<file path="config.mk">
export PLATFORM = sky130hd
export DESIGN_NAME = qmm_mixer
export DESIGN_NICKNAME = d
export VERILOG_FILES = /design/src/design/qmm_pkg.sv /design/src/design/qmm_mixer.sv
export SDC_FILE = /design/constraint.sdc
export NUM_CORES = 2
export LEC_CHECK = 0
export BUFFER_PORTS_ARGS = -buffer_cell sky130_fd_sc_hd__buf_2
export CAP_MARGIN = 5
export CELL_PAD_IN_SITES_DETAIL_PLACEMENT = 1
export CELL_PAD_IN_SITES_GLOBAL_PLACEMENT = 2
export CORE_MARGIN = 2
export CORE_UTILIZATION = 42
export DETAILED_ROUTE_END_ITERATION = 8
export PLACE_DENSITY = 0.86
export SLEW_MARGIN = 0
export SYNTH_ARGS = -nofsm -noshare
export SYNTH_HDL_FRONTEND = slang
export SYNTH_SLANG_ARGS = --single-unit
export TNS_END_PERCENT = 30
</file>
<file path="constraint.sdc">
create_clock -name clk_i -period 5.4 [get_ports clk_i]
set_input_delay 0.27 -clock clk_i [delete_from_list [all_inputs] [get_ports clk_i]]
set_output_delay 0.27 -clock clk_i [all_outputs]
set_load 0.01 [all_outputs]
</file>
<file path="src/design/qmm_pkg.sv">
`timescale 1ns / 1ps
// ----------------------------------------------------------------------------
// qmm_pkg - shared types and constants for the quad motor mixer
// Fixed-point formats, mixing modes, register indexes and the constants of
// the throttle and PWM compare conversion.
// ----------------------------------------------------------------------------
package qmm_pkg;

  // Mixing modes held in the mix_mode register
  typedef enum logic [1:0] {
    MODE_QUAD  = 2'd0,
    MODE_PITCH = 2'd1,
    MODE_ROLL  = 2'd2,
    MODE_HOLD  = 2'd3
  } mix_mode_e;

  // Configuration register indexes
  localparam logic [1:0] REG_MIX_MODE     = 2'd0;
  localparam logic [1:0] REG_ARM_GAIN     = 2'd1;
  localparam logic [1:0] REG_YAW_GAIN     = 2'd2;
  localparam logic [1:0] REG_QUARTER_MASS = 2'd3;

  // Register reset values
  localparam logic [15:0] ARM_GAIN_RST     = 16'd1024;
  localparam logic [15:0] YAW_GAIN_RST     = 16'd1024;
  localparam logic [15:0] QUARTER_MASS_RST = 16'd256;

  // Hover acceleration 9.794 in Q5.10
  localparam logic signed [15:0] HOVER_Q10 = 16'sd10029;

  // Throttle: t = 210*F + 80*1024, throttle = t >> 10, clamped
  localparam int ThrGain   = 210;
  localparam int ThrOffset = 81920;
  localparam int ThrMin    = 100;
  localparam int ThrMax    = 900;

  // Compare: (25*(throttle+1000)) >> 2
  localparam int ThrBias = 1000;
  localparam int CmpNum  = 25;

  localparam logic [13:0] IDLE_COMPARE = 14'd6250;
  localparam logic [13:0] CMP_LO       = 14'd6875;
  localparam logic [13:0] CMP_HI       = 14'd11875;

  // Motor force, signed Q13.10
  typedef logic signed [23:0] force_t;

  // Control that travels with each pipeline stage
  typedef struct packed {
    logic valid;
    logic low;
  } stage_ctrl_t;

endpackage

</file>
<file path="src/design/qmm_mixer.sv">
`timescale 1ns / 1ps
// ----------------------------------------------------------------------------
// qmm_mixer - demand scaling and X-frame force mixing
// Stage one forms the five demand-by-gain products, stage two sums them per
// motor into Q.10 forces and keeps the last forces for hold mode.
// ----------------------------------------------------------------------------
module qmm_mixer
  import qmm_pkg::*;
(
  input  logic                  clk_i,
  input  logic                  rst_ni,
  input  logic                  in_valid_i,
  input  logic                  low_power_i,
  input  logic signed [15:0]    pitch_demand_i,
  input  logic signed [15:0]    roll_demand_i,
  input  logic signed [15:0]    yaw_demand_i,
  input  logic signed [15:0]    lift_demand_i,
  input  mix_mode_e             mix_mode_i,
  input  logic [15:0]           arm_gain_i,
  input  logic [15:0]           yaw_gain_i,
  input  logic [15:0]           quarter_mass_i,
  output force_t [3:0]          force_o,
  output stage_ctrl_t           ctrl_o
);

  typedef logic signed [31:0] prod_t;
  typedef logic signed [33:0] sum_t;

  // Signed Q5.10 demand times unsigned Q6.10 gain, exact in 32 bits
  function automatic prod_t mul_dg(input logic signed [15:0] d, input logic [15:0] g);
    logic signed [32:0] p;
    p = $signed({{17{d[15]}}, d}) * $signed({17'b0, g});
    return p[31:0];
  endfunction

  prod_t       pa_q, ra_q, yg_q, lm_q, hm_q;
  mix_mode_e   mode_q;
  stage_ctrl_t ctrl1_q, ctrl2_q;
  force_t [3:0] force_q;
  sum_t   [3:0] sum_d;
  sum_t        pa, ra, yg, lm, hm;

  // Stage one: products
  always_ff @(posedge clk_i or negedge rst_ni) begin
    if (!rst_ni) begin
      ctrl1_q <= '0;
    end else begin
      ctrl1_q.valid <= in_valid_i;
      ctrl1_q.low   <= low_power_i;
    end
  end

  always_ff @(posedge clk_i) begin
    if (in_valid_i) begin
      pa_q   <= mul_dg(pitch_demand_i, arm_gain_i);
      ra_q   <= mul_dg(roll_demand_i, arm_gain_i);
      yg_q   <= mul_dg(yaw_demand_i, yaw_gain_i);
      lm_q   <= mul_dg(lift_demand_i, quarter_mass_i);
      hm_q   <= mul_dg(HOVER_Q10, quarter_mass_i);
      mode_q <= mix_mode_i;
    end
  end

  // Stage two: per-motor sums
  always_comb begin
    pa = sum_t'(pa_q);
    ra = sum_t'(ra_q);
    yg = sum_t'(yg_q);
    lm = sum_t'(lm_q);
    hm = sum_t'(hm_q);
    case (mode_q)
      MODE_QUAD: begin
        sum_d[0] = -pa - ra - yg + lm;
        sum_d[1] =  pa - ra + yg + lm;
        sum_d[2] =  pa + ra - yg + lm;
        sum_d[3] = -pa + ra + yg + lm;
      end
      MODE_PITCH: begin
        sum_d[0] = hm - pa;
        sum_d[1] = hm + pa;
        sum_d[2] = hm + pa;
        sum_d[3] = hm - pa;
      end
      MODE_ROLL: begin
        sum_d[0] = hm - ra;
        sum_d[1] = hm - ra;
        sum_d[2] = hm + ra;
        sum_d[3] = hm + ra;
      end
      default: begin
        sum_d = '0;
      end
    endcase
  end

  // Hold the forces in hold mode; the floor shift of a 34-bit sum always
  // lands inside the 24-bit force range, so no saturation is needed
  always_ff @(posedge clk_i or negedge rst_ni) begin
    if (!rst_ni) begin
      ctrl2_q <= '0;
      force_q <= '0;
    end else begin
      ctrl2_q <= ctrl1_q;
      if (ctrl1_q.valid && (mode_q != MODE_HOLD)) begin
        for (int m = 0; m < 4; m++) begin
          force_q[m] <= sum_d[m][33:10];
        end
      end
    end
  end

  assign force_o = force_q;
  assign ctrl_o  = ctrl2_q;

endmodule

</file>
== Word-level counts from Yosys, hierarchy flattened ==
Index checks and enable logic that the tools add are counted.

* Register bits after elaboration: 260
* Latch bits: 0
* Memory bits (writable): 0
* Memory bits (read-only): 0
* Input port bits: 118
* Memories kept: 0

* Add/subtract/negate cells: 17
* Multiply operators: 5
* Divide/modulo/power cells: 0
* Order comparisons: 0
* Equality and inequality tests: 3
* Shifts and indexed selects: 0
* Multiplexer cells: 1
* Bitwise gates (word level): 0
* Reduce and logical (&&, ||, !) cells: 2

{| class="wikitable"
|+ Operators with widths
! kind !! number
|-
| 136-bit one-hot mux with 3 select lines || 1
|-
| 34-bit by 32-bit adder with 34-bit output || 6
|-
| 16-bit by 17-bit multiplier with 32-bit output || 4
|-
| 34-bit by 32-bit subtractor with 34-bit output || 2
|-
| 31-bit by 32-bit adder with 33-bit output || 2
|-
| 31-bit by 32-bit subtractor with 33-bit output || 2
|-
| 33-bit by 32-bit adder with 34-bit output || 1
|-
| 32-bit negation with 34-bit output || 1
|-
| 33-bit by 32-bit subtractor with 34-bit output || 1
|-
| 32-bit by 32-bit adder with 33-bit output || 1
|-
| 32-bit by 32-bit subtractor with 33-bit output || 1
|-
| 14-bit by 16-bit multiplier with 30-bit output (first input constant) || 1
|-
| 2-bit by 1-bit == test with 1-bit output (second input constant) || 1
|-
| 2-bit == test (second input constant) || 1
|-
| 2-bit logical NOT || 1
|-
| 2-bit inequality test (second input constant) || 1
|-
| 1-bit logical AND || 1
|}

== Depth between registers and ports, before layout ==
* Depth in word-level cells: 5
* Mapped depth: 25
* Depth with buffers taken out: 24

== Least setup slack after synthesis ==
No wires, ideal clock.

* Kind: input to register
* From: input port roll_demand_i[1]
* To: register ra_q[31], data pin
* Setup time: 260 ps
* Data arrival time: 6038 ps
* Data required time: 5140 ps
* Slack: -898 ps
* Cell stages on the path: 23
* Path buffers: 1
* Cells stage by stage: clkbuf_1 nand2_1 fa_1 fa_1 fa_1 fa_1 inv_1 fa_1 inv_1 fa_1 inv_1 ha_1 and4_1 nand3_1 or3_1 o211ai_1 o22ai_1 nand2b_1 and3_1 o31ai_1 nand2b_1 a311o_1 xnor2_1

* Longest elaborated chain between the ends: 1

{| class="wikitable"
|+ Ends and longest elaborated chain
! item !! RTL line !! text
|-
| start: declaration || qmm_mixer.sv:15 || <nowiki>input logic signed [15:0] roll_demand_i,</nowiki>
|-
| 16-bit by 17-bit multiplier with 32-bit output || qmm_mixer.sv:32 || <nowiki>p = $signed({{17{d[15]}}, d}) * $signed({17'b0, g});</nowiki>
|-
| end signal: assignment || qmm_mixer.sv:56 || <nowiki>ra_q <= mul_dg(roll_demand_i, arm_gain_i);</nowiki>
|-
| end: declaration || qmm_mixer.sv:36 || <nowiki>prod_t pa_q, ra_q, yg_q, lm_q, hm_q;</nowiki>
|}

Every way passes these cells.
A chain may end at the register's enable or synchronous reset.

== Worst setup path after layout ==
* From: input port arm_gain_i[5]
* To: register pa_q[30], data pin

* Longest elaborated chain between the ends: 1

{| class="wikitable"
|+ Ends and longest elaborated chain
! item !! RTL line !! text
|-
| start: declaration || qmm_mixer.sv:19 || <nowiki>input logic [15:0] arm_gain_i,</nowiki>
|-
| 16-bit by 17-bit multiplier with 32-bit output || qmm_mixer.sv:32 ||
|-
| end signal: assignment || qmm_mixer.sv:55 || <nowiki>pa_q <= mul_dg(pitch_demand_i, arm_gain_i);</nowiki>
|-
| end: declaration || qmm_mixer.sv:36 ||
|}

Every way passes these cells.

==> results_dict.tcl <==
set metrics [dict create \
    status "finished, violations left" \
    violations "negative setup slack" \
    synth_top_flop_cell "edfxtp_1" \
    synth-seq-cells 260 \
    drc 0 \
    hold_violations 0 \
    rows 143 \
    synth.area.top_cells "fa_1 (34%), ha_1 (16%), inv_1 (9.1%), edfxtp_1 (7.5%), and2_1 (4.7%)" \
    clk_path_buf_depth 3 \
    r2r_setup_slack_ns -0.05 \
    post-route-period-util_pct 107 \
    cap_violations 0 \
    grt_pass1_wl_um 342000 \
    synth_nets 9098 \
    rsz0062_at_grt "true" \
    syn_to_final_growth_pct 19.9 \
    nNetsFinal 9984 \
    grt_use_met1_pct 36.6 \
    clock-sinks 260 \
    finalClockSkew_ns 0.0277 \
    reg2reg_from "pa_q[9]" \
    core_area_sq_um 152000 \
    hp-class "in -> async" \
    root_buffer "clkbuf_16" \
    wl_per_cell_um 22.0 \
    final_util_pct 50.8 \
    die_w_um 395 \
    critPathKind "in -> reg" \
    holdWs_ns 0.186 \
    layout_common_cells "inv_1 (1528), fa_1 (1065), ha_1 (805), buf_4 (796), nand2_1 (650)" \
    avgViaCountPerCell 5.26 \
    final_layout_size_suffix_gt1_share_pct 18.4 \
    relSlewSlack_pct 34.3 \
    crit_fanout 7 \
    grt_pass1_vias 59500 \
    num_vias 52500 \
    setup_slack_ns -0.362 \
    grt.total_usage_pct 28.1 \
    syn-cell-area_sq_um 64300 \
    clock_latency_ns 0.59 \
    syn_avg_cell_area_sq_um 9.14 \
    endpoint_kind "flip-flop" \
    synth-edff-count 160 \
    cts_tree "done" \
    startpoint "arm_gain_i[5]" \
    drt_first_pass_iters 5 \
    totalWireLength_um 219000 \
    boundaryPins 216 \
    grt_start_max_net_pins 143 \
    final_common_cell "inv_1" \
    required_ns 5.74 \
    synth_cell_types 88 \
    dpl.hpwl_um 190000 \
    grt_use_met2_pct 48.7 \
    min_period_ns 5.76 \
    post-place-ws_ns -1.01 \
    initial_core_util_pct 42.3 \
    numCtsBuffers 37 \
    yosysTopAreaCell "fa_1" \
    worst_ep_arrival_time_ns 6.10 \
    antenna_found_initial 5 \
    top_usage_layer "met2" \
    dr.first_iter.drc_count 2820 \
    grt_use_met3_pct 3.72 \
    grt-ovfl-total 0 \
    setup_violations 24 \
    die_area_sq_um 156000 \
    syn_inst 7031 \
    die_h_um 395 \
    yosys.area.top_type_share_pct 34.4 \
    ys_seq_area_share_pct 11.4 \
    r2r_cells 25 \
    worst_slew_pin_slew_ns 0.985 \
    startpoint_type "primary input" \
    synth_warnings 0 \
    h-tree-depth 2 \
    fmax_ghz 0.174 \
    postRouteAntennaNets 0 \
    routabilityCongestion 0.967 \
    synth-async-reset-ratio_pct 38.5 \
    clk_pin_slew_ns 0.06 \
    post_dp_cell_area_sq_um 73500 \
    fin_area_sq_um 77100 \
    slew_violations 0 \
    portBuffers 215 \
]
## per-stage QoR
step	instances	TNS, ns
5_1_grt	9973	-10.13
6_report	9974	-3.05
3_5_place_dp	9844	-51.64
2_1_floorplan	7031	-6.06
4_1_cts	9939	-2.85
3_3_place_gp	9844	-41.91
## area by class of cell
type	count	area (sq um)
multi-input combinational	4992	52100
sequential	260	7310
timing repair buffer	1055	8060
antenna	1	2.50
clock inverter	17	193
clock buffer	48	1030
inverter	1571	5900
tap	2030	2540
fill	17500	74800
## synth_stat cells, drive strengths merged (41+ instances only)
| library cell | number |
|---|---|
| a21o | 116 |
| a21oi | 313 |
| a31oi | 68 |
| and2 | 480 |
| clkbuf | 201 |
| dfrtp | 100 |
| edfxtp | 160 |
| fa | 1103 |
| ha | 846 |
| inv | 1569 |
| nand2 | 661 |
| nand2b | 65 |
| nand3 | 59 |
| nor2 | 293 |
| nor2b | 41 |
| nor3 | 68 |
| o21ai | 145 |
| o21bai | 51 |
| xnor2 | 249 |
| xor2 | 72 |
## sequential cells by signal (all words and copies together), names as in the netlist
name     count
mode_q       2
pa_q        32
yg_q        32
ctrl1_q      2
lm_q        32
hm_q        30
force_o     96
ctrl_o       2
ra_q        32
## routing by layer
metal  share of wire, %  vias up  wire, um
met5             0.0082        -        18
met4                3.4        4      7420
met3                5.1      375     11200
met2                 49     1265    106000
met1                 43    27200     94300
li1                   -    23700         -
## worst max-delay path, stage by stage
cell	delay (ns)
buf_12	0.11
buf_12	0.13
and2_4	0.14
fa_1	0.55
inv_2	0.04
fa_1	0.56
inv_2	0.05
fa_1	0.51
fa_1	0.44
fa_1	0.52
inv_2	0.04
fa_1	0.50
inv_2	0.05
ha_4	0.21
a21o_1	0.17
a21o_1	0.17
a21o_1	0.19
a22oi_1	0.17
a21bo_2	0.28
o211ai_1	0.24
a41oi_2	0.16
o21a_1	0.22
o21a_1	0.18
nor2_2	0.11
xnor2_1	0.07
## worst paths after layout
kind	to
setup / recovery	pa_q[30]
hold reg to reg	ctrl_o[0]
max in group asynchronous	force_o[71]
min in group clk_i	lm_q[0]
hold / removal	force_o[76]
setup reg to reg	force_o[21]
## what timing repair did
item,in CTS,in global routing
pin swaps,62,157
resized for setup,135,318
hold buffers,5,0
setup endpoints to repair,64,82
cloned,1,2
endpoints found under the hold margin,33,0
buffers inserted,24,35
## cells by family (layout without fill, tap and decap cells)
family / after synthesis / count (layout) / synth area share [%]
xor+xnor: 321 / 321 / 4.37
buf+inv: 1779 / 2691 / 10.4
simple gates: 1792 / 1792 / 13.6
other cells: 0 / 1 / 0
fa+ha+maj: 1949 / 1949 / 50.8
compound gates: 929 / 929 / 9.43
mux: 1 / 1 / 0.0156
flops: 260 / 260 / 11.4
Power is not shown: default switching activity piles up to over one toggle a cycle in this logic, so the estimate is an artifact.
