[src/design/qmm_pkg.sv]
`timescale 1ns / 1ps
// ----------------------------------------------------------------------------
// qmm_pkg - shared types and constants for the quad motor mixer
// Fixed-point formats, mixing modes, register indexes and the constants of
// the throttle and PWM compare conversion.
// ----------------------------------------------------------------------------
package qmm_pkg;

  // Mixing modes held in the mix_mode register
  typedef enum logic [1:0] {
    MODE_QUAD  = 2'd0,
    MODE_PITCH = 2'd1,
    MODE_ROLL  = 2'd2,
    MODE_HOLD  = 2'd3
  } mix_mode_e;

  // Configuration register indexes
  localparam logic [1:0] REG_MIX_MODE     = 2'd0;
  localparam logic [1:0] REG_ARM_GAIN     = 2'd1;
  localparam logic [1:0] REG_YAW_GAIN     = 2'd2;
  localparam logic [1:0] REG_QUARTER_MASS = 2'd3;

  // Register reset values
  localparam logic [15:0] ARM_GAIN_RST     = 16'd1024;
  localparam logic [15:0] YAW_GAIN_RST     = 16'd1024;
  localparam logic [15:0] QUARTER_MASS_RST = 16'd256;

  // Hover acceleration 9.794 in Q5.10
  localparam logic signed [15:0] HOVER_Q10 = 16'sd10029;

  // Throttle: t = 210*F + 80*1024, throttle = t >> 10, clamped
  localparam int ThrGain   = 210;
  localparam int ThrOffset = 81920;
  localparam int ThrMin    = 100;
  localparam int ThrMax    = 900;

  // Compare: (25*(throttle+1000)) >> 2
  localparam int ThrBias = 1000;
  localparam int CmpNum  = 25;

  localparam logic [13:0] IDLE_COMPARE = 14'd6250;
  localparam logic [13:0] CMP_LO       = 14'd6875;
  localparam logic [13:0] CMP_HI       = 14'd11875;

  // Motor force, signed Q13.10
  typedef logic signed [23:0] force_t;

  // Control that travels with each pipeline stage
  typedef struct packed {
    logic valid;
    logic low;
  } stage_ctrl_t;

endpackage

[src/design/qmm_pwm_conv.sv]
`timescale 1ns / 1ps
// ----------------------------------------------------------------------------
// qmm_pwm_conv - force to throttle to PWM compare, four motor lanes
// Stage three scales each force to a Q.10 throttle, stage four clamps it and
// forms the compare value, or the idle value under low power.
// ----------------------------------------------------------------------------
module qmm_pwm_conv
  import qmm_pkg::*;
(
  input  logic          clk_i,
  input  logic          rst_ni,
  input  force_t [3:0]  force_i,
  input  stage_ctrl_t   ctrl_i,
  output logic [3:0][13:0] compare_o,
  output logic          done_o
);

  typedef logic signed [32:0] thr_q10_t;

  // Clamp a Q.10 throttle to whole units 100..900
  function automatic logic [9:0] clamp_thr(input thr_q10_t t);
    logic [21:0] raw;
    logic [9:0]  thr;
    raw = t[31:10];
    if (t[32]) begin
      thr = 10'(ThrMin);
    end else if (raw > 22'(ThrMax)) begin
      thr = 10'(ThrMax);
    end else if (raw < 22'(ThrMin)) begin
      thr = 10'(ThrMin);
    end else begin
      thr = raw[9:0];
    end
    return thr;
  endfunction

  // Compare = 6.25*(throttle+1000), truncated
  function automatic logic [13:0] thr_to_cmp(input logic [9:0] thr);
    logic [15:0] prod;
    prod = 16'(CmpNum) * (16'(thr) + 16'(ThrBias));
    return prod[15:2];
  endfunction

  stage_ctrl_t ctrl3_q;
  logic        done_q;
  thr_q10_t [3:0] t_q;
  logic [3:0][13:0] cmp_q;

  // Advance the control bits
  always_ff @(posedge clk_i or negedge rst_ni) begin
    if (!rst_ni) begin
      ctrl3_q <= '0;
      done_q  <= 1'b0;
    end else begin
      ctrl3_q <= ctrl_i;
      done_q  <= ctrl3_q.valid;
    end
  end

  for (genvar m = 0; m < 4; m++) begin : g_lane
    // Stage three: t = 210*F + 81920
    always_ff @(posedge clk_i) begin
      if (ctrl_i.valid) begin
        t_q[m] <= thr_q10_t'(force_i[m]) * thr_q10_t'(ThrGain) + thr_q10_t'(ThrOffset);
      end
    end

    // Stage four: clamp and convert
    always_ff @(posedge clk_i) begin
      if (ctrl3_q.valid) begin
        cmp_q[m] <= ctrl3_q.low ? IDLE_COMPARE : thr_to_cmp(clamp_thr(t_q[m]));
      end
    end
  end

  assign compare_o = cmp_q;
  assign done_o    = done_q;

endmodule

[config.mk]
export PLATFORM = sky130hd
export DESIGN_NAME = qmm_pwm_conv
export DESIGN_NICKNAME = d
export VERILOG_FILES = /design/src/design/qmm_pkg.sv /design/src/design/qmm_pwm_conv.sv
export SDC_FILE = /design/constraint.sdc
export NUM_CORES = 1
export LEC_CHECK = 0
export BUFFER_PORTS_ARGS = -buffer_cell sky130_fd_sc_hd__buf_4
export CORE_MARGIN = 3
export CORE_UTILIZATION = 50
export DETAILED_ROUTE_END_ITERATION = 10
export PLACE_DENSITY = 0.7
export SKIP_LAST_GASP = 1
export SLEW_MARGIN = 40
export SYNTH_ARGS = -nofsm -noshare
export SYNTH_HDL_FRONTEND = slang
export SYNTH_SLANG_ARGS = --single-unit
[constraint.sdc]
create_clock -name clk_i -period 5.7 [get_ports clk_i]
set_clock_uncertainty 0.05 [all_clocks]
set_input_delay 0.285 -clock clk_i [delete_from_list [all_inputs] [get_ports clk_i]]
set_output_delay 0.285 -clock clk_i [all_outputs]
set_load 0.02 [all_outputs]
---- After elaboration in Yosys (flattened, before gate mapping) ----
Index checks and enable logic that the tools add are counted.
cells by class
  bitwise operators ....................... 0
  multiply operators ...................... 8
  add/subtract/negate cells ............... 8
  muxes and demuxes ....................... 16
  div/mod/pow operators ................... 0
  shifts and indexed selects .............. 0
  order comparisons ....................... 8
  eq/ne operators ......................... 0
  reductions and logical operators ........ 0
operators by type and width
  operator                number
  $mux 10                 16
  $add 33x18->33 const B  4
  $mul 24x8->32 const B   4
  $gt 22x10->1 const B    4
  $lt 22x7->1 const B     4
  $mul 5x11->16 const A   4
  $add 10x10->11 const B  4
word-level totals
  memory bits (read-only) ................. 0
  memories kept ........................... 0
  word-level logic and storage cells ...... 51
  latch bits .............................. 0
  output and inout bits ................... 57
  input bits .............................. 100
  flip-flop bits (word level) ............. 191
  memory bits (writable) .................. 0

---- Logic depth before layout (Yosys ltp) ----
  depth in word-level cells ............... 7
  gate-level depth with buffers ........... 25
  mapped depth without buffers ............ 25

---- Worst setup path after synthesis ----
No wires, ideal clock.
  path type ............................... reg-to-reg
  start point ............................. register t_q[62] (netlist name)
  end point ............................... register cmp_q (netlist bit compare_o[27]) (data pin)
  arrival ................................. 5.059 ns
  data required time ...................... 5.390 ns
  library setup time ...................... 0.260 ns
  clock period less this slack ............ 5.369 ns
  stages on the path, launching flop included .. 24
  path slack .............................. 0.331 ns
  buffers on the path ..................... 0
  cells stage by stage .................... edfxtp_1 -> nor4_1 -> nand3_1 -> nor4_1 -> a21o_1 -> nor2_1 -> nand2_1 -> inv_1 -> ha_1 -> or3_1 -> nor4_1 -> a21oi_1 -> o21ai_0 -> ha_1 -> ha_1 -> inv_1 -> fa_1 -> inv_1 -> ha_1 -> a21oi_1 -> o21bai_1 -> a2111oi_0 -> nor3_1 -> mux2_2
between the ends
  word-level cells in the longest chain between the ends .. 7
  elaborated cells between the ends (all ways) .. 8
  those cells by class .................... add/sub (1); mul (1); order compare (2); mux (4)
RTL lines
  item                              RTL line            RTL
  start: declaration                qmm_pwm_conv.sv:46  thr_q10_t [3:0] t_q;
  start signal: indexed assignment  qmm_pwm_conv.sv:64  t_q[m] <= thr_q10_t'(force_i[m]) * thr_q10_t'(ThrGain) + thr_q10_t'(ThrOffset);
  $lt 22x7->1                       qmm_pwm_conv.sv:29  end else if (raw < 22'(ThrMin)) begin
  $mux 10                           qmm_pwm_conv.sv:29
  $mux 10 (*)                       qmm_pwm_conv.sv:27  end else if (raw > 22'(ThrMax)) begin
  $mux 10 (*)                       qmm_pwm_conv.sv:25  if (t[32]) begin
  $mux 10 (*)                       qmm_pwm_conv.sv:70  if (ctrl3_q.valid) begin
  $add 10x10->11 (*)                qmm_pwm_conv.sv:40  prod = 16'(CmpNum) * (16'(thr) + 16'(ThrBias));
  $mul 5x11->16 (*)                 qmm_pwm_conv.sv:40
  end signal: indexed assignment    qmm_pwm_conv.sv:71  cmp_q[m] <= ctrl3_q.low ? IDLE_COMPARE : thr_to_cmp(clamp_thr(t_q[m]));
  end: declaration                  qmm_pwm_conv.sv:47  logic [3:0][13:0] cmp_q;
Mark *: on every way between the ends. The rest lies on a longest branch, timed or not. The select of a mux whose other input is x is not followed.
A chain may end at the register's enable or synchronous reset.

---- Final worst setup path ----
  start point ............................. register t_q[58] (netlist name)
  end point ............................... register cmp_q (netlist bit compare_o[26]) (data pin)
Same word-level chain as after synthesis.

==> summary.md <==
| Metric | Value |
|---|---|
| Status | finished clean |
| Mux cell area share after synthesis | under 10% |
| Sequential power share | roughly 18% |
| Final WL | ~47000 µm |
| Max cap viols | 0 |
| Post-layout util | 57.4% |
| Setup crit end kind | register |
| Area of the multi-input gates | about 18000 µm² |
| Clk pin slew, worst setup/hold paths | 0.07 ns |
| Synth Register Bits | between 150 and 200 |
| Root Driver | clkbuf_16 |
| Inst Count DP | 3128 |
| Maximum VDD drop | approximately 0.38 mV |
| Min-delay src | ctrl_i[1] |
| First DRT Iteration DRCs | between 700 and 800 |
| Global Route Usage Sum | roughly 19% |
| Row count | slightly below 80 |
| First-pass GRT wire length | between 80000 and 90000 µm |
| Gate power share | between 70% and 80% |
| P&R area growth vs syn | 12.2% |
| Kind of critical path | register to register |
| Via-to-Cell Ratio | 5.53 |
| Final non-filler cell area | between 20000 and 30000 µm² |
| Register area | about 4500 µm² |
| Primary FF master, synth | edfxtp_1 |
| Startpoint types | register |
| Post-synth top cells | ha_1, inv_1, fa_1 |
| # diodes | 0 |
| Max_slew headroom | between 40% and 50% |
| CTS tree | yes |
| Antenna viol nets, final | 0 |
| Dpl ws | -0.0759 ns |
| Initial core utilization | 51.2% |
| Asr flop ratio synth | around 2.0% |
| Area share of the largest cell type after synthesis | about 26% |
| Crit path arrival time | approximately 5.6 ns |
| Final Non-Filler Cells | between 3000 and 4000 |
| Core area | about 46000 µm² |
| Final nets | 3323 |
| Clock Latency Late Sink | approximately 0.43 ns |
| R2r startpoint | t_q[58] |
| Sequential share of the synthesized area | roughly 19% |
| Measured slew at the worst slew-check pin | 0.773 ns |
| Clock sinks | between 150 and 200 |
| Fraction of the mapped netlist area in adder cells | a little over two fifths |
| P_leak | around 0.012 µW |
| Post-synthesis compound-gate area fraction | about an eighth |
| Synth cell types | 86 |
| I/O Pins | approximately 160 |
| Largest net degree at the start of global routing | 70 |
| GP Congestion | ~0.88 |
| Fmax | roughly 180 MHz |
| Initial antenna violation count | 0 |
| Switch Pwr | around 6400 µW |
| DP Wirelength | between 40000 and 50000 µm |
| Final Hold Viols | 0 |
| Final setup fails | 0 |
| Clk pwr share | 8.6% |
| Area contributors post-synth | ha_1, edfxtp_1, fa_1 |
| Worst Setup SP | t_q[58] |
| Clk buf depth | 2 |
| Total CTS buffers | 17 |
| Die ar. | 49700 µm² |
| DIE HEIGHT | between 200 and 250 µm |
| Syn Area/Cell | approximately 9.9 µm² |
| Required time of the critical path | between 5 and 6 ns |
| Total gr overflow | 0 |
| Dominant cell type by area after synthesis | ha_1 |
| Synth Area in Simple Gates | 12.8% |
| Die width | ~220 µm |
| Post-DP Area | ~26000 µm² |
| Final WS setup | about 0.23 ns |
| Worst Hold Class | input pin to register |
| Pwr dens | 508 nW/µm² |
| Fin crit period | 5.47 ns |
| Final count of pins violating max slew | 0 |
| DRT Pass-1 Iters | 5 |
| # DRC | 0 |
| Most frequent cell after synthesis | ha_1 |
| Post-Synth XOR/XNOR Area | roughly 7.5% |
| Switching share of power | between 40% and 50% |
| Vias in the first global route | around 18000 |
| P_int | 7060 µW |
| Mapped Area | between 20000 and 25000 µm² |
| H-tree depth | 4 |
| Via count | roughly 18000 |
| Number of synthesized flops with an enable pin | between 100 and 150 |
| CP max FO | 5 |
| Post-route clock period utilization | between 90 and 100% |
| Post-Syn Instances | between 2000 and 2500 |
| Fillcell total | approximately 3900 |
| PortBufs | ~160 |
| Ys Warns | 0 |
| Largest family of logic cells by synthesized area | adder cells |
| Routed length per instance | 14.9 µm |
| Ratio of cells with drive above 1 in the final layout | between 10% and 20% |
## power groups by stage
stage / combinational (µW) / sequential [µW] / clock [µW]
6_report: 9860 / 2400 / 1150
3_5_place_dp: 9670 / 2380 / 0
4_1_cts: 9750 / 2360 / 1180
5_1_grt: 11200 / 2460 / 1230
3_3_place_gp: 9440 / 2370 / 0
2_1_floorplan: 7320 / 2440 / 0
## registers in the layout, summed over array words and instances, names as in the netlist
name,flops
compare_o,56
ctrl3_q,2
t_q,92
done_o,1
## area by class of cell
| type | count | share of cell area (%) |
|---|---|---|
| clock inverter | 15 | 0.626 |
| tap | 600 | 2.84 |
| sequential | 151 | 17.1 |
| multi-input combinational | 1932 | 68.6 |
| inverter | 261 | 3.71 |
| timing repair buffer | 190 | 5.44 |
| clock buffer | 17 | 1.61 |
## per-layer routing
| metal | GRT usage [%] | routed length (µm) |
|---|---|---|
| met5 | 0 | 0 |
| met4 | 3.36 | 486 |
| met3 | 1.92 | 1380 |
| met2 | 33.5 | 22800 |
| met1 | 26.3 | 22500 |
## stage by stage
stage | setup TNS [ns] | hold slack [ns] | total power [µW]
5_1_grt | -0.172 | 0.110 | 14900
3_3_place_gp | 0 | 0.0244 | 11800
4_1_cts | 0 | 0.104 | 13300
2_1_floorplan | 0 | -0.0606 | 9760
3_5_place_dp | -0.0759 | 0.0295 | 12000
6_report | 0 | 0.122 | 13400
## cells in the final DEF, fill, tap and decap left out, types with 17 or more instances in the layout
| master | count |
|---|---|
| a21o_1 | 50 |
| a21oi_1 | 127 |
| and2_1 | 24 |
| and3_1 | 24 |
| buf_4 | 187 |
| clkbuf_16 | 17 |
| edfxtp_1 | 148 |
| fa_1 | 189 |
| ha_1 | 481 |
| inv_1 | 261 |
| nand2_1 | 109 |
| nand2b_1 | 37 |
| nand3_1 | 25 |
| nand4_1 | 20 |
| nor2_1 | 145 |
| nor2b_1 | 23 |
| nor3_1 | 39 |
| nor4_1 | 23 |
| o211ai_1 | 19 |
| o21a_1 | 24 |
| o21ai_0 | 54 |
| o21bai_1 | 30 |
| or2_2 | 18 |
| or3_1 | 18 |
| xnor2_1 | 133 |
| xor2_1 | 66 |
## path summary, 6_finish.rpt
| path | to | slack (ns) | depth (start not counted) |
|---|---|---|---|
| setup / recovery | compare_o[26] | 0.23 | 25 |
| hold / removal | ctrl3_q[1] | 0.12 | 1 |
| setup reg to reg | compare_o[26] | 0.23 | 25 |
| hold reg to reg | compare_o[42] | 0.74 | 2 |
| max in group asynchronous | ctrl3_q[0] | 5.35 | 2 |
| min in group asynchronous | done_o | 0.14 | 2 |
## what timing repair did
action	in CTS	in global routing
setup endpoints to repair	1	9
hold buffers	2	0
endpoints found under the hold margin	4	0
buffers inserted	0	4
pin swaps	0	3
gates resized for setup	1	36
## worst max-delay path: stages, from the launching register on
cell      delay [ns]
edfxtp_1        0.37
nor4_2          0.36
nand3_2         0.16
nor4_4          0.20
a21o_1          0.21
nor2_2          0.06
nand2_1         0.14
inv_1           0.06
ha_1            0.19
or3_4           0.41
nor4_1          0.24
a21oi_1         0.10
o21ai_1         0.18
ha_1            0.26
ha_1            0.27
inv_1           0.05
fa_1            0.52
inv_1           0.04
ha_1            0.31
inv_1           0.10
o21bai_1        0.09
a21oi_2         0.18
o21bai_1        0.08
a21oi_1         0.18
xor2_1          0.28
nand2b_1        0.11
## cells by family (layout without fill, tap and decap cells)
family / count (synthesis) / in the layout
AO/OA/AOI/OAI: 444 / 444
XOR/XNOR: 201 / 201
adder cells (fa/ha/maj): 670 / 670
buffers and inverters: 296 / 483
flip-flops: 151 / 151
multiplexers: 27 / 27
other: 2 / 12
AND/OR/NAND/NOR: 578 / 578
(Power assumes the default switching activity.)
